--- src/qfpd_pkg.sv ---
package qfpd_pkg;

  // Build-time defaults
  localparam int unsigned KeyMaxDefault  = 8;
  localparam logic [15:0] DefaultLimit   = 16'd1024;
  localparam logic [63:0] KeyTextReset   = 64'd6775156;
  localparam logic [3:0]  KeyLengthReset = 4'd3;

  // Result burst per input word
  localparam int unsigned MaxResults = 4;
  localparam int unsigned ResCntW    = 3;
  localparam int unsigned ResIdxW    = 2;

  // Configuration port
  localparam int unsigned CfgAddrW       = 5;
  localparam logic [1:0]  REG_KEY_TEXT   = 2'd0;
  localparam logic [1:0]  REG_KEY_LENGTH = 2'd1;
  localparam logic [1:0]  REG_MAX_LENGTH = 2'd2;

  // Characters
  localparam logic [7:0] ChAmp   = 8'h26;
  localparam logic [7:0] ChPlus  = 8'h2b;
  localparam logic [7:0] ChPct   = 8'h25;
  localparam logic [7:0] ChSpace = 8'h20;
  localparam logic [7:0] ChCr    = 8'h0d;
  localparam logic [7:0] ChLf    = 8'h0a;
  localparam logic [7:0] ChTab   = 8'h09;
  localparam logic [7:0] ChNul   = 8'h00;

  // Scan phases
  localparam logic [2:0] PH_SEARCH     = 3'd0;
  localparam logic [2:0] PH_SKIP       = 3'd1;
  localparam logic [2:0] PH_FIRST      = 3'd2;
  localparam logic [2:0] PH_DECODE     = 3'd3;
  localparam logic [2:0] PH_DONE_FOUND = 3'd4;
  localparam logic [2:0] PH_DONE_MISS  = 3'd5;

  // Result kinds
  localparam logic KIND_DATA   = 1'b0;
  localparam logic KIND_STATUS = 1'b1;

  typedef struct packed {
    logic [63:0] key_text;
    logic [3:0]  key_length;
    logic [15:0] max_length;
  } cfg_t;

  typedef struct packed {
    logic       found;
    logic       kind;
    logic [7:0] out_byte;
  } res_t;

  function automatic logic [7:0] lower_of(input logic [7:0] c);
    return (c >= 8'h41 && c <= 8'h5a) ? c + 8'd32 : c;
  endfunction

  function automatic logic is_hex(input logic [7:0] c);
    return (c >= 8'h30 && c <= 8'h39) || (c >= 8'h41 && c <= 8'h46) ||
           (c >= 8'h61 && c <= 8'h66);
  endfunction

  function automatic logic [3:0] hex_val(input logic [7:0] c);
    logic [7:0] v;
    if (c >= 8'h30 && c <= 8'h39) v = c - 8'h30;
    else if (c >= 8'h61 && c <= 8'h66) v = c - 8'h57;
    else if (c >= 8'h41 && c <= 8'h46) v = c - 8'h37;
    else v = 8'h00;
    return v[3:0];
  endfunction

endpackage

--- src/qfpd_obuf.sv ---
module qfpd_obuf (
  input  logic                                      clk_i,
  input  logic                                      rst_ni,
  input  logic                                      load_i,
  input  qfpd_pkg::res_t [qfpd_pkg::MaxResults-1:0] res_i,
  input  logic [qfpd_pkg::ResCntW-1:0]              res_n_i,
  output logic                                      free_o,
  output logic                                      valid_o,
  input  logic                                      ready_i,
  output qfpd_pkg::res_t                            res_o,
  output logic                                      last_o
);
  import qfpd_pkg::*;

  res_t [MaxResults-1:0] entries_q;
  logic [ResCntW-1:0]    cnt_q;
  logic [ResIdxW-1:0]    idx_q;
  logic                  pop;

  assign valid_o = (cnt_q != '0);
  assign last_o  = (ResCntW'(idx_q) == cnt_q - 1'b1);
  assign res_o   = entries_q[idx_q];
  assign pop     = valid_o && ready_i;
  // take a new burst when empty or once the final word of the current one leaves
  assign free_o  = !valid_o || (pop && last_o);

  always_ff @(posedge clk_i) begin
    if (load_i) entries_q <= res_i;
  end

  always_ff @(posedge clk_i or negedge rst_ni) begin
    if (!rst_ni) begin
      cnt_q <= '0;
      idx_q <= '0;
    end else if (load_i) begin
      cnt_q <= res_n_i;
      idx_q <= '0;
    end else if (pop) begin
      if (last_o) begin
        cnt_q <= '0;
        idx_q <= '0;
      end else begin
        idx_q <= idx_q + 1'b1;
      end
    end
  end

endmodule

--- config.mk ---
export PLATFORM = sky130hd
export DESIGN_NAME = qfpd_obuf
export DESIGN_NICKNAME = d
export VERILOG_FILES = /design/src/qfpd_pkg.sv /design/src/qfpd_obuf.sv
export SDC_FILE = /design/constraint.sdc
export NUM_CORES = 1
export LEC_CHECK = 0
export BUFFER_PORTS_ARGS = -buffer_cell sky130_fd_sc_hd__buf_2
export CAP_MARGIN = 5
export CORE_ASPECT_RATIO = 1.1
export CORE_UTILIZATION = 35
export DETAILED_ROUTE_END_ITERATION = 7
export GPL_ROUTABILITY_DRIVEN = 1
export PLACE_DENSITY_LB_ADDON = 0.08
export SETUP_SLACK_MARGIN = 0.05
export SKIP_LAST_GASP = 1
export SLEW_MARGIN = 20
export SYNTH_ARGS = -nofsm -noshare
export SYNTH_HDL_FRONTEND = slang
export SYNTH_SLANG_ARGS = --single-unit
--- constraint.sdc ---
create_clock -name clk_i -period 1.45 [get_ports clk_i]
set_input_delay 0.29 -clock clk_i [delete_from_list [all_inputs] [get_ports clk_i]]
set_output_delay 0.29 -clock clk_i [all_outputs]
set_load 0.02 [all_outputs]
Word-level counts from Yosys, hierarchy flattened
Cells that the tools add are included.
{"block": "totals", "input_bits": 47, "word_cells": 34, "output_inout_bits": 13, "ff_bits": 45}
{"block": "classes", "eq_ne": 1, "n_lt_le_gt_ge": 1, "n_mux": 8, "add_sub_neg": 2, "reduce_logical": 8}
{"operator": "binary-select mux 10 bit (select 2 bit)", "n": 1}
{"operator": "2-to-1 mux 10 bit", "n": 1}
{"operator": "2-to-1 mux 3 bit", "n": 3}
{"operator": "2-to-1 mux 2 bit", "n": 3}
{"operator": "nonzero test 2 bit", "n": 2}
{"operator": "== test 2 x 3 -> 1 bit", "n": 1}
{"operator": "less-than comparator 2 x 3 -> 1 bit, second input constant", "n": 1}
{"operator": "nonzero test 3 bit", "n": 1}
{"operator": "subtractor 3 x 1 -> 3 bit, second input constant", "n": 1}
{"operator": "adder 2 x 1 -> 2 bit, second input constant", "n": 1}
{"operator": "logical AND 1 bit", "n": 2}
{"operator": "AND reduction 2 bit", "n": 1}
{"operator": "zero test 1 bit", "n": 1}
{"operator": "logical OR 1 bit", "n": 1}

Depth between registers and ports, before layout
Gate-level depths: netlist (run 1).
{"block": "logic_depth", "word_depth": 5, "mapped_depth": 6}

Least setup slack after synthesis (run 1)
No wires, ideal clock.
{"block": "synth_path", "path_type": "reg2out", "startpoint": "reg cnt_q[0]", "endpoint": "out free_o", "arrival_ps": 1461, "stages_incl_launch_ff": 6, "setup_slack_ps": -301, "cell_sequence": "dfrtp_1 > inv_1 > ha_1 > xor2_1 > nand3_2 > o21ai_0"}
{"block": "synth_via", "elab_chain_len": 4, "elab_cells_between_ends": 7}
{"item": "from (decl)", "line_no": "qfpd_obuf.sv:16", "rtl": "logic [ResCntW-1:0] cnt_q;"}
{"item": "from (signal assigned)", "line_no": "qfpd_obuf.sv:36", "rtl": "cnt_q <= res_n_i;"}
{"item": "subtractor 3 x 1 -> 3 bit / nonzero test 3 bit (equally long branches)", "line_no": "qfpd_obuf.sv:21, qfpd_obuf.sv:20"}
{"item": "== test 2 x 3 -> 1 bit / logical AND 1 bit (equally long branches)", "line_no": "qfpd_obuf.sv:21, qfpd_obuf.sv:23"}
{"item": "logical AND 1 bit", "line_no": "qfpd_obuf.sv:25", "rtl": "assign free_o = !valid_o || (pop && last_o);"}
{"item": "logical OR 1 bit *", "line_no": "qfpd_obuf.sv:25"}
{"item": "to (decl)", "line_no": "qfpd_obuf.sv:7", "rtl": "output logic free_o,"}
Mark *: on every way between the ends. The rest lies on a longest branch, timed or not.

Worst setup path in the final report (run 1)
Same ends and word-level chain as after synthesis.

==> out/results.ini, run 1 <==
[outcome]
status = finished with violations
violations = negative setup slack

[placement]
hpwlAfterDp_um = 2320
place_ws_ns = -0.150
place_area_um2 = 2210
io_buffer_count = 59
place_congestion = 0.732

[clocking]
cts-root-buf = clkbuf_8
clk_pin_slew_ns = 0.09
insertion_delay_ns = 0.30
cts_tree = yes
clock_path_buffers = 2
clock_sinks = 45
cts_made_buffers = 5
cts_max_level = 2

[drt]
ant_nets = 0
vias = 1021
routed_via_density = 4.68
wire_per_inst_um = 15.0
remaining_drc_errors = 0
drt-total-wl_um = 3270
initialDrtViolationCount = 39
dr.pass1.iters = 4

[floorplan]
initial_core_util_pct = 37.4
dieArea_um2 = 5370
io_pins = 60
rows = 26
dieWidth_um = 69.9
design.core.area_um2 = 4750
die_h_um = 76.7

[timing]
setup_slack_ns = -0.450
post-route-min-period_ns = 1.90
worst_slew_pin_slew_ns = 0.380
fin_hold_ws_ns = 0.157
finalCritPeriodShare_pct = 131
finalHoldViolations = 0
slew_headroom_pct = 74.6
max_freq_ghz = 0.526
fin_skew_ns = 0.00250
maxSlewViolCount = 0
setup_viol = 16
rsz0062_at_grt = yes

[power]
finalPower_mw = 2.93
power.density_nw_per_um2 = 1210
irDropWorstVdd_mv = 0.612
power_leakage_nw = 0.980

[synthesis]
syn_area_um2 = 1780
avgSynthCellArea_um2 = 20.4
yosysSeqAreaShare_pct = 74.6
synth.distinct_cells = 22
yosysTopAreaCell = edfxtp_1
synth_top_area_share_pct = 67.6
yosys-top-cells-area = edfxtp_1 (68%), mux4_2 (7.6%), dfrtp_1 (7.0%)
synth-seq-cells = 45
synth_most_common_cell = edfxtp_1
synth-main-ff-cell = edfxtp_1
synth_edf_count = 40
synthTopCellsByCount = edfxtp_1 (40), mux4_2 (6), nand2_1 (6)
yosysWarnings = 0
postSynthCellCount = 87
syn_nets = 136
ys_async_sr_fraction_pct = 11.1

[global_routing]
grt_pass1_wl_um = 5050
antenna_found_initial = 0
grt_start_max_net_pins = 31
overflow = 0
grt_pass1_vias = 1090
grt_usage_pct = 12.9

[worst_setup_path]
crit_type = reg2out
r2r-start = cnt_q[0]
startpoint = cnt_q[0]
r2r_slack_ns = -0.12
cp.required_ns = 1.16
endpoint_kind = output port
r2r_end = idx_q[0]
worstPathMaxFanout = 5
cp-start-kind = flop
arrival_ns = 1.61
reg2regPathDepth = 6

[min_path]
whs_path_depth = 1
hold_class = in2reg
min_to = entries_q[23]
min_from = res_i[23]

[flow_run]
max-cap-violations = 0

[layout]
diodes = 0
fin_nets = 210
utilization_pct = 51.0
drive_gt1_share_pct = 58.6
final_area_um2 = 2420
syn_to_final_growth_pct = 36.4

[state kept, by name, indices dropped and copies added (netlist names)]
signal / cells
entries_q: 40
cnt_q: 3
idx_q: 2
[worst max-delay path by stage]
stage,end,slack [ns],cells past startpoint
floorplan,idx_q[0],-0.01,6
global placement,res_o[7],-0.10,3
detailed placement,free_o,-0.15,6
CTS,free_o,-0.45,6
global route,free_o,-0.52,6
finish,free_o,-0.45,6
[report_power, final]
group	internal (mW)	leakage (nW)	switching, mW
combinational	0.328	0.480	0.259
clock	0.342	0.0462	0.433
sequential	1.53	0.454	0.0378
[layout by cell type (no fill, tap or decap), types with 2 or more instances in the layout]
| cell | instances |
|---|---|
| buf_2 | 46 |
| buf_4 | 8 |
| buf_6 | 14 |
| clkbuf_8 | 5 |
| dfrtp_1 | 4 |
| edfxtp_1 | 40 |
| inv_1 | 2 |
| inv_2 | 2 |
| mux4_2 | 10 |
| nand2_1 | 6 |
| nor2_1 | 2 |
| o21ai_0 | 2 |
| o31ai_1 | 2 |
| xor2_1 | 2 |
[critical path: stages, from the launching register on]
cell	delay, ns
dfrtp_1	0.37
inv_2	0.06
ha_4	0.26
xor2_1	0.16
nand3_2	0.16
o21ai_4	0.16
buf_6	0.13
[area by class of cell]
type                    instances  area (um2)
clock inverters                 3        21.3
well taps                      56        70.1
inverters                       4        15.0
fillers                       406        2330
repair buffers                 71         503
multi-input cells              34         418
clock buffers                   5        68.8
flip-flops and latches         45        1330
[layer usage]
layer | GRT usage, % | up-vias | wire length (um) | part of all wire (%)
met5 | 0 | - | 0 | 0
met4 | 6.60 | 0 | 55 | 1.7
met3 | 4.20 | 5 | 170 | 5.2
met2 | 21.8 | 38 | 1680 | 51
met1 | 14.3 | 487 | 1360 | 42
li1 | - | 491 | - | -
[what timing repair did]
action,CTS,global route
gates cloned,0,1
pin swaps,1,0
hold buffers,1,0
gates resized for setup,20,13
endpoints found under the setup margin,17,18
endpoints found under the hold margin,5,0
setup buffers,1,0
[cells by family after synthesis]
group | count (synthesis) | synth area share (%)
buf+inv | 8 | 2.75
fa+ha+maj | 2 | 1.41
flops | 45 | 74.6
compound gates | 6 | 2.18
mux | 11 | 14.1
xor+xnor | 3 | 1.48
simple gates | 12 | 3.45
[per-stage QoR]
| stage | TNS [ns] | std cells |
|---|---|---|
| floorplan | -0.0113 | 87 |
| global placement | -0.929 | 207 |
| detailed placement | -1.11 | 207 |
| CTS | -5.02 | 217 |
| global route | -5.82 | 218 |
| finish | -4.80 | 218 |
(Power assumes the default switching activity.)
==> run 2: changes to the inputs <==
CORE_ASPECT_RATIO = unset   (was 1.1)
RECOVER_POWER = 25   (was unset)
clock period = 2.3 ns   (was 1.45 ns; I/O delays follow)
==> out/results.ini, run 2 (synthesis results as in run 1) <==
[clocking]
cts_max_level = 2  ; unchanged
clk_pin_slew_ns = 0.08  ; was 0.09 ns
cts-root-buf = clkbuf_8  ; unchanged
cts_tree = yes  ; unchanged
clock_sinks = 45  ; unchanged
insertion_delay_ns = 0.29  ; was 0.30 ns
clock_path_buffers = 2  ; unchanged
cts_made_buffers = 5  ; unchanged

[global_routing]
grt_usage_pct = 12.9  ; about the same
top_usage_layer = met2  ; unchanged
use_met2_pct = 21.7  ; was 21.8%
grt_pass1_wl_um = 4840  ; was 5050 um
grt_start_max_net_pins = 29  ; was 31
use_met3_pct = 4.80  ; was 4.20%
gr-usage-met1_pct = 14.7  ; was 14.3%
grt_pass1_vias = 1047  ; was 1,090
overflow = 0  ; unchanged
antenna_found_initial = 0  ; unchanged

[worst_setup_path]
r2r_end = idx_q[0]  ; unchanged
cp-start-kind = flop  ; unchanged
worstPathMaxFanout = 5  ; unchanged
crit_type = reg2out  ; unchanged
cp.required_ns = 1.84  ; was 1.16 ns
arrival_ns = 1.65  ; was 1.61 ns
endpoint_kind = output port  ; unchanged
reg2regPathDepth = 6  ; unchanged
r2r_slack_ns = 0.72  ; was -0.12 ns
r2r-start = cnt_q[0]  ; unchanged

[timing]
setup_viol = 0  ; was 16
setup_slack_ns = 0.187  ; was -0.450 ns
max_freq_ghz = 0.473
finalHoldViolations = 0  ; unchanged
setup_tns_ns = 0  ; was -4.80 ns
rsz0062_at_grt = no  ; was yes
fin_skew_ns = 0.00377  ; was 0.00250 ns
slew_headroom_pct = 69.1  ; was 74.6%
worst_slew_pin_slew_ns = 0.464  ; was 0.380 ns
finalCritPeriodShare_pct = 91.9
post-route-min-period_ns = 2.11
maxSlewViolCount = 0  ; unchanged

[drt]
vias = 983  ; was 1,021
wire_per_inst_um = 13.9  ; was 15.0 um
drt-total-wl_um = 3080  ; was 3270 um
initialDrtViolationCount = 32  ; was 39
routed_via_density = 4.45  ; was 4.68
ant_nets = 0  ; unchanged
dr.pass1.iters = 4  ; unchanged
remaining_drc_errors = 0  ; unchanged

[floorplan]
initial_core_util_pct = 36.9  ; was 37.4%
design.core.area_um2 = 4820  ; was 4750 um2
rows = 25  ; was 26
dieArea_um2 = 5370  ; about the same
io_pins = 60  ; unchanged
die_h_um = 73.3  ; was 76.7 um
dieWidth_um = 73.3  ; was 69.9 um

[min_path]
min_to = entries_q[16]  ; was entries_q[23]
hold_class = in2reg  ; unchanged
whs_path_depth = 1  ; unchanged
min_from = res_i[16]  ; was res_i[23]

[layout]
fill_cells = 458  ; was 406
final_common_cell = buf_2  ; unchanged
fin_nets = 203  ; was 210
top_register = entries_q  ; unchanged
syn_to_final_growth_pct = 27.0  ; was 36.4%
largest_reg_flops = 40  ; unchanged
diodes = 0  ; unchanged
final_cell_mix = buf_2 (59), edfxtp_1 (40), mux4_2 (6), nand2_1 (6), clkbuf_8 (5)  ; was buf_2 (46), edfxtp_1 (40), buf_6 (14), mux4_2 (10), buf_4 (8)
drive_gt1_share_pct = 50.6  ; was 58.6%
reg_top3 = entries_q (40), cnt_q (3), idx_q (2)  ; unchanged

[power]
power_leakage_nw = 0.912  ; was 0.980 nW
power.density_nw_per_um2 = 751  ; was 1210 nW/um2
irDropWorstVdd_mv = 0.392  ; was 0.612 mV

[placement]
place_congestion = 0.689  ; was 0.732
io_buffer_count = 59  ; unchanged
place_ws_ns = 0.421  ; was -0.150 ns

[flow_run]
max-cap-violations = 0  ; unchanged

[outcome]
status = finished, final reports clean  ; was finished with violations

-- run 2: cell types whose count changed in the layout (fill, tap and decap cells not counted), moves of 2 or more --
cell / previous run / this run
buf_6: 14 / 0
inv_1: 2 / 4
mux4_1: 0 / 4
buf_2: 46 / 59
buf_4: 8 / 3
mux4_2: 10 / 6
inv_2: 2 / 0
-- run 2: power by group --
group / internal [mW] / switching [mW] / leakage [nW] / total [mW]
clock network: 0.204 / 0.237 / 0.0377 / 0.441
logic: 0.129 / 0.140 / 0.421 / 0.269
registers: 0.962 / 0.0224 / 0.454 / 0.984
total: 1.29 / 0.399 / 0.912 / 1.69
-- run 2: what timing repair did --
item | CTS | global route
hold buffers | 1 | 0
hold endpoints to repair | 5 | 0
endpoints found under the setup margin | 0 | 2
buffers inserted | 0 | 0
resized for setup | 0 | 1
-- run 2: worst max-delay path, cell delays in order, from the launching register on --
cell and delay [ns]:
dfrtp_1 0.39, inv_1 0.11, ha_1 0.25, xor2_1 0.16, nand3_2 0.14, o21ai_0 0.15, buf_2 0.18
-- run 2: worst max-delay path by stage --
stage	cells past startpoint	slack (ns)	from	endpoint
2_1_floorplan	5	0.38	cnt_q[0]	free_o
3_3_place_gp	3	0.43	idx_q[0]	res_o[9]
3_5_place_dp	3	0.42	idx_q[0]	res_o[9]
4_1_cts	3	0.09	idx_q[0]	res_o[9]
5_1_grt	6	0.07	cnt_q[0]	free_o
6_report	6	0.19	cnt_q[0]	free_o
-- run 2: metrics by stage --
| step | hold WS (ns) | total power, mW | cells | instance area, um2 | utilization [%] |
|---|---|---|---|---|---|
| floorplan | 0.164 | 1.16 | 87 | 1780 | - |
| global placement | 0.281 | 1.27 | 213 | 2160 | 44.9 |
| detailed placement | 0.289 | 1.28 | 213 | 2160 | 44.9 |
| CTS | 0.323 | 1.73 | 221 | 2250 | 46.8 |
| global route | 0.315 | 1.79 | 221 | 2260 | 46.8 |
| finish | 0.343 | 1.69 | 221 | 2260 | 46.8 |
-- run 2: layout make-up --
| cell class | count | area, um2 | area share, % |
|---|---|---|---|
| Clock buffer | 5 | 68.8 | 3.05 |
| Clock inverter | 2 | 11.3 | 0.499 |
| Inverter | 4 | 15.0 | 0.666 |
| Multi-Input combinational cell | 34 | 402 | 17.8 |
| Sequential cell | 45 | 1330 | 58.8 |
| Tap cell | 67 | 83.8 | 3.72 |
| Timing Repair Buffer | 64 | 348 | 15.4 |
-- run 2: per-layer routing --
layer / wire length [um] / up-vias
met5: 0 / -
met4: 56 / 0
met3: 194 / 7
met2: 1550 / 39
met1: 1280 / 460
li1: - / 477
